[config.mk]
export PLATFORM = sky130hd
export DESIGN_NAME = q2e_isqrt
export DESIGN_NICKNAME = d
export VERILOG_FILES = /design/src/rtl/quaternion_to_euler_angles_core_macros.svh /design/src/rtl/q2e_pkg.sv /design/src/rtl/q2e_isqrt.sv
export SDC_FILE = /design/constraint.sdc
export NUM_CORES = 2
export LEC_CHECK = 0
export BUFFER_PORTS_ARGS = -buffer_cell sky130_fd_sc_hd__buf_2
export CELL_PAD_IN_SITES_DETAIL_PLACEMENT = 0
export CELL_PAD_IN_SITES_GLOBAL_PLACEMENT = 1
export CORE_UTILIZATION = 48
export CTS_CLUSTER_DIAMETER = 60
export DETAILED_ROUTE_END_ITERATION = 7
export MAX_ROUTING_LAYER = met4
export PLACE_DENSITY_LB_ADDON = 0.25
export SYNTH_ARGS = -nofsm -noshare
export SYNTH_HDL_FRONTEND = slang
export SYNTH_SLANG_ARGS = --single-unit
[constraint.sdc]
create_clock -name clk -period 3.7 [get_ports clk]
set_input_delay 0.74 -clock clk [delete_from_list [all_inputs] [get_ports clk]]
set_output_delay 0.74 -clock clk [all_outputs]
set_load 0.01 [all_outputs]
[src/rtl/quaternion_to_euler_angles_core_macros.svh]
// Assertion macros for the quaternion to Euler angle pipeline.
`ifndef QUATERNION_TO_EULER_ANGLES_CORE_MACROS_SVH
`define QUATERNION_TO_EULER_ANGLES_CORE_MACROS_SVH

// Checks that a property holds at every clock edge outside reset.
`define Q2E_ASSERT(label, clk, rst_n, prop, msg) \
	label: assert property (@(posedge clk) disable iff (!rst_n) (prop)) else $error(msg);

// Checks that a condition implies another on the next clock edge.
`define Q2E_ASSERT_NEXT(label, clk, rst_n, cond, prop, msg) \
	label: assert property (@(posedge clk) disable iff (!rst_n) (cond) |=> (prop)) \
		else $error(msg);

`endif

[src/rtl/q2e_pkg.sv]
package q2e_pkg;

	localparam int CordicStages = 16;
	// Guard width for the vectoring datapath: values stay well inside 40 bits.
	localparam int VecW = 40;
	localparam int AngW = 33;
	localparam int SqW = 57;
	localparam int SqLevels = 29;

	typedef logic signed [VecW-1:0] vec_t;
	typedef logic signed [AngW-1:0] ang_t;

	localparam logic signed [VecW-1:0] OneQ28 = 40'sd268435456;

	function automatic ang_t atan_entry(input int i);
		ang_t r;
		case (i)
			0: r = 33'sh020000000;
			1: r = 33'sh012E4051E;
			2: r = 33'sh009FB385B;
			3: r = 33'sh0051111D4;
			4: r = 33'sh0028B0D43;
			5: r = 33'sh00145D7E1;
			6: r = 33'sh000A2F61E;
			7: r = 33'sh000517C55;
			8: r = 33'sh00028BE53;
			9: r = 33'sh000145F2F;
			10: r = 33'sh0000A2F98;
			11: r = 33'sh0000517CC;
			12: r = 33'sh000028BE6;
			13: r = 33'sh0000145F3;
			14: r = 33'sh00000A2FA;
			15: r = 33'sh00000517D;
			16: r = 33'sh0000028BE;
			17: r = 33'sh00000145F;
			18: r = 33'sh000000A30;
			19: r = 33'sh000000518;
			20: r = 33'sh00000028C;
			21: r = 33'sh000000146;
			22: r = 33'sh0000000A3;
			23: r = 33'sh000000051;
			default: r = '0;
		endcase
		return r;
	endfunction

	function automatic logic signed [15:0] round_angle(input ang_t z);
		ang_t t;
		t = z + 33'sd32768;
		return t[31:16];
	endfunction

endpackage

[src/rtl/q2e_isqrt.sv]
// Pipelined integer square root, one result bit resolved per stage.
module q2e_isqrt (
	input  logic                      clk,
	input  logic                      adv,
	input  logic [q2e_pkg::SqW-1:0]   rad,
	output logic [q2e_pkg::SqW-1:0]   root
);
	localparam int L = q2e_pkg::SqLevels;
	localparam int W = q2e_pkg::SqW;

	logic [W-1:0] v_s [L+1];
	logic [W-1:0] r_s [L+1];

	always_ff @(posedge clk) begin
		if (adv) begin
			v_s[0] <= rad;
			r_s[0] <= '0;
		end
	end

	for (genvar k = 0; k < L; k++) begin : g_lvl
		localparam logic [W-1:0] Bit = W'(1) << (2 * (L - 1 - k));
		always_ff @(posedge clk) begin
			if (adv) begin
				if (v_s[k] >= r_s[k] + Bit) begin
					v_s[k+1] <= v_s[k] - (r_s[k] + Bit);
					r_s[k+1] <= (r_s[k] >> 1) + Bit;
				end else begin
					v_s[k+1] <= v_s[k];
					r_s[k+1] <= r_s[k] >> 1;
				end
			end
		end
	end

	assign root = r_s[L];
endmodule

==> results by group <==
Outcome
  • Status: completed

Power and ir drop
  • Power, Total: just under 70,000 uW
  • Lkg Pwr: approximately 0.043 uW
  • Clock power share: 32.3%
  • Peak supply drop: 0.532 mV
  • Sw frac: 30.1%
  • P per Cell Area: 601 nW/um^2
  • Sw Pwr: approximately 21,000 uW
  • Cell Int Power: 48,200 uW
  • Comb pwr share: 20.6%
  • Reg power frac: 47.1%

Logic synthesis
  • Post-synthesis compound-gate area fraction: 9.21%
  • Async set-reset flop share out of synthesis: 0%
  • Largest cells by area after synthesis: edfxtp_1 (62%), ha_1 (5.7%), xnor2_1 (3.2%), xor2_1 (2.7%), o21ai_0 (2.3%)
  • Synthesis Warnings: 0
  • Post-Syn Area: between 100,000 and 150,000 um^2
  • Largest family of logic cells by synthesized area: simple AND/OR/NAND/NOR gates
  • Post-synthesis adder-cell area fraction: 5.72%
  • Ys flop type: edfxtp_1
  • FF+latch count, synth: 2,088
  • Post-Syn Instances: 8,119
  • Sequential area share after synthesis: roughly 62%
  • Post-synth EDFFs: 2,088
  • Synth Area in Simple Gates: 12.9%
  • Post-synth cell types: 92
  • Post-Synth XOR/XNOR Area: around 5.9%
  • Yosys top cell by area: edfxtp_1
  • Multiplexer share of the synthesized area: less than 1%
  • Mean Syn Cell Area: 12.4 um^2
  • Top-area cell type share of the netlist area: approximately 62%

Cells and area
  • Share of post-route cells with drive strength above 1: 10.7%
  • Commonest non-fill, non-tap cell in the layout: edfxtp_1
  • Synth-to-Final Area Change: 14.0%
  • FF+latch area: 62,700 um^2
  • Most frequent cells in the layout: edfxtp_1 (2,088), nand2_1 (599), inv_1 (568)
  • Area of the multi-input gates: around 35,000 um^2
  • Fillers: between 15,000 and 20,000
  • Nets: 9,130
  • Non-filler cells, final: about 12,000

Route
  • DRC Markers: 0
  • Number of routed nets with antenna violations: 0
  • DRT Wirelength: approximately 260 mm
  • Drt initial violations: 5,788
  • Vias: 66,013
  • Post-DR vias/cell: 5.70
  • Post-DR wirelength/cell: 22.8 um
  • DRT Pass-1 Iters: 6

Floorplanning
  • Chip height: roughly 460 um
  • Initial core utilization: 48.5%
  • I/O pins: 116
  • Die Area: 212,000 um^2
  • DIE WIDTH: ~460 um
  • Core ar.: 208,000 um^2
  • Rows: 167

Setup path
  • Worst Setup Path Type: flop to flop
  • Crit path launch: v_s[1][678]
  • Worst setup SP type: flop
  • CP required: 4.31 ns
  • Crit path max fanout: 36
  • Worst path arrival time: 4.25 ns
  • Crit. End Element: flop
  • Reg-to-reg startpoint: v_s[1][678]

Global routing
  • Initial antenna violation count: 14
  • Pin count of the biggest net entering global routing: 200
  • First-pass GRT wire length: 392 mm
  • GRT Residual Overflow: 0
  • Gr usage total: 25.4%
  • Vias in the first global route: 62,966

Hold path
  • Type of the most critical hold path: flop to flop
  • Hold Startpoint: v_s[0][637]

STA
  • Worst hold slack: between 0.3 and 0.4 ns
  • Layout Skew: 0.109 ns
  • FMAX: ~0.27 GHz
  • Setup violators final: 0
  • Fin crit share: 98.5%
  • Final Max Tran Viols: 0
  • Setup ws final: 0.0542 ns
  • Worst slew margin: between 20% and 30%
  • Fin. Hold Viols: 0
  • Final Critical Period: 3.65 ns
  • Slew @ Worst Pin: 1.15 ns

Placed design
  • Dpl ws: -0.130 ns
  • Input/output buffers: 87
  • Placed cells: 11,117
  • RD Place Congestion: 0.948
  • Detailed Place HPWL: 201 mm

CTS
  • Inserted Clock Buffers: 221
  • Clock transition at path regs: 0.06 ns
  • Sink Count: 2,088
  • CTS tree: built
  • CTS Root Buffer Type: clkbuf_16
  • Maximum buffer depth of the clock tree: 3
  • H-Tree Depth: 4
  • Worst skew pair latency: 0.94 ns

Flow run
  • Max cap viols: 0
## timing repair
| item | 4_1_cts | 5_1_grt |
|---|---|---|
| endpoints found under the hold margin | 57 | 0 |
| hold buffers | 57 | 0 |
| gates resized for setup | 7 | 35 |
| pin swaps | 0 | 1 |
| setup buffers | 0 | 1 |
| gates cloned | 0 | 1 |
| endpoints found under the setup margin | 22 | 114 |
## path summary, 6_finish.rpt
kind                               endpoint  slack [ns]  cells past startpoint
worst max-delay path            v_s[1][690]        0.05                      9
worst min-delay path            v_s[0][694]        0.39                      0
worst max register to register  v_s[1][690]        0.05                      9
worst min register to register  v_s[0][694]        0.39                      0
## routing by layer
layer,up-vias,wire length [um],track usage (%)
met5,-,0,-
met4,0,8370,8.09
met3,384,17100,3.50
met2,2021,118000,37.8
met1,32282,121000,36.0
li1,31326,-,-
## sequential cells by signal, summed over array words and instances, names as in the netlist
signal	count
r_s	435
v_s	1653
## cell families after synthesis
family	after synthesis
other cells	1
flops	2088
buf+inv	828
mux	57
fa+ha+maj	460
simple gates	2492
compound gates	1509
xor+xnor	684
## through the flow
stage	util (%)	instance area (um^2)	setup TNS, ns
5_1_grt	55.3	115000	-0.0433
3_5_place_dp	51.3	106000	-0.279
4_1_cts	55.2	115000	0
3_3_place_gp	51.3	106000	-0.325
2_1_floorplan	-	101000	-10.32
6_report	55.3	115000	0
## synth_stat cells (57+ instances only)
library cell  count
a21o_1          155
a21oi_1         427
buf_4            57
clkbuf_1        193
edfxtp_1       2088
ha_1            460
inv_1           568
nand2_1         600
nand2b_1         96
nand3_1         152
nand4_1         141
nor2_1          484
nor2b_1          65
nor3_1          233
nor4_1          289
o21a_1           82
o21ai_0         469
or3_1            77
or4_1            71
xnor2_1         373
xor2_1          311
## power groups by stage
stage	Sequential (uW)	Combinational [uW]	Clock [uW]
2_1_floorplan	31400	9510	0
3_3_place_gp	32800	13900	0
3_5_place_dp	32800	13900	0
4_1_cts	32400	14100	22700
5_1_grt	32700	15700	23600
6_report	32500	14200	22300
## layout make-up
| class | instances | share of cell area (%) |
|---|---|---|
| flip-flops and latches | 2088 | 54.6 |
| multi-input cells | 5230 | 30.5 |
| clock buffers | 254 | 4.93 |
| repair buffers | 502 | 3.42 |
| well taps | 2788 | 3.04 |
| inverters | 568 | 1.86 |
| clock inverters | 155 | 1.58 |
| diodes | 4 | 0.00872 |
## critical path: stages, from the launching register on
cell      delay [ns]
edfxtp_1        0.41
or4_1           0.57
or4_1           0.50
nor4b_2         0.34
o311ai_0        0.24
buf_4           0.20
nor4_4          0.30
buf_4           0.20
buf_6           0.24
mux2_2          0.37
No activity file was read; power rests on OpenSTA's default activity.
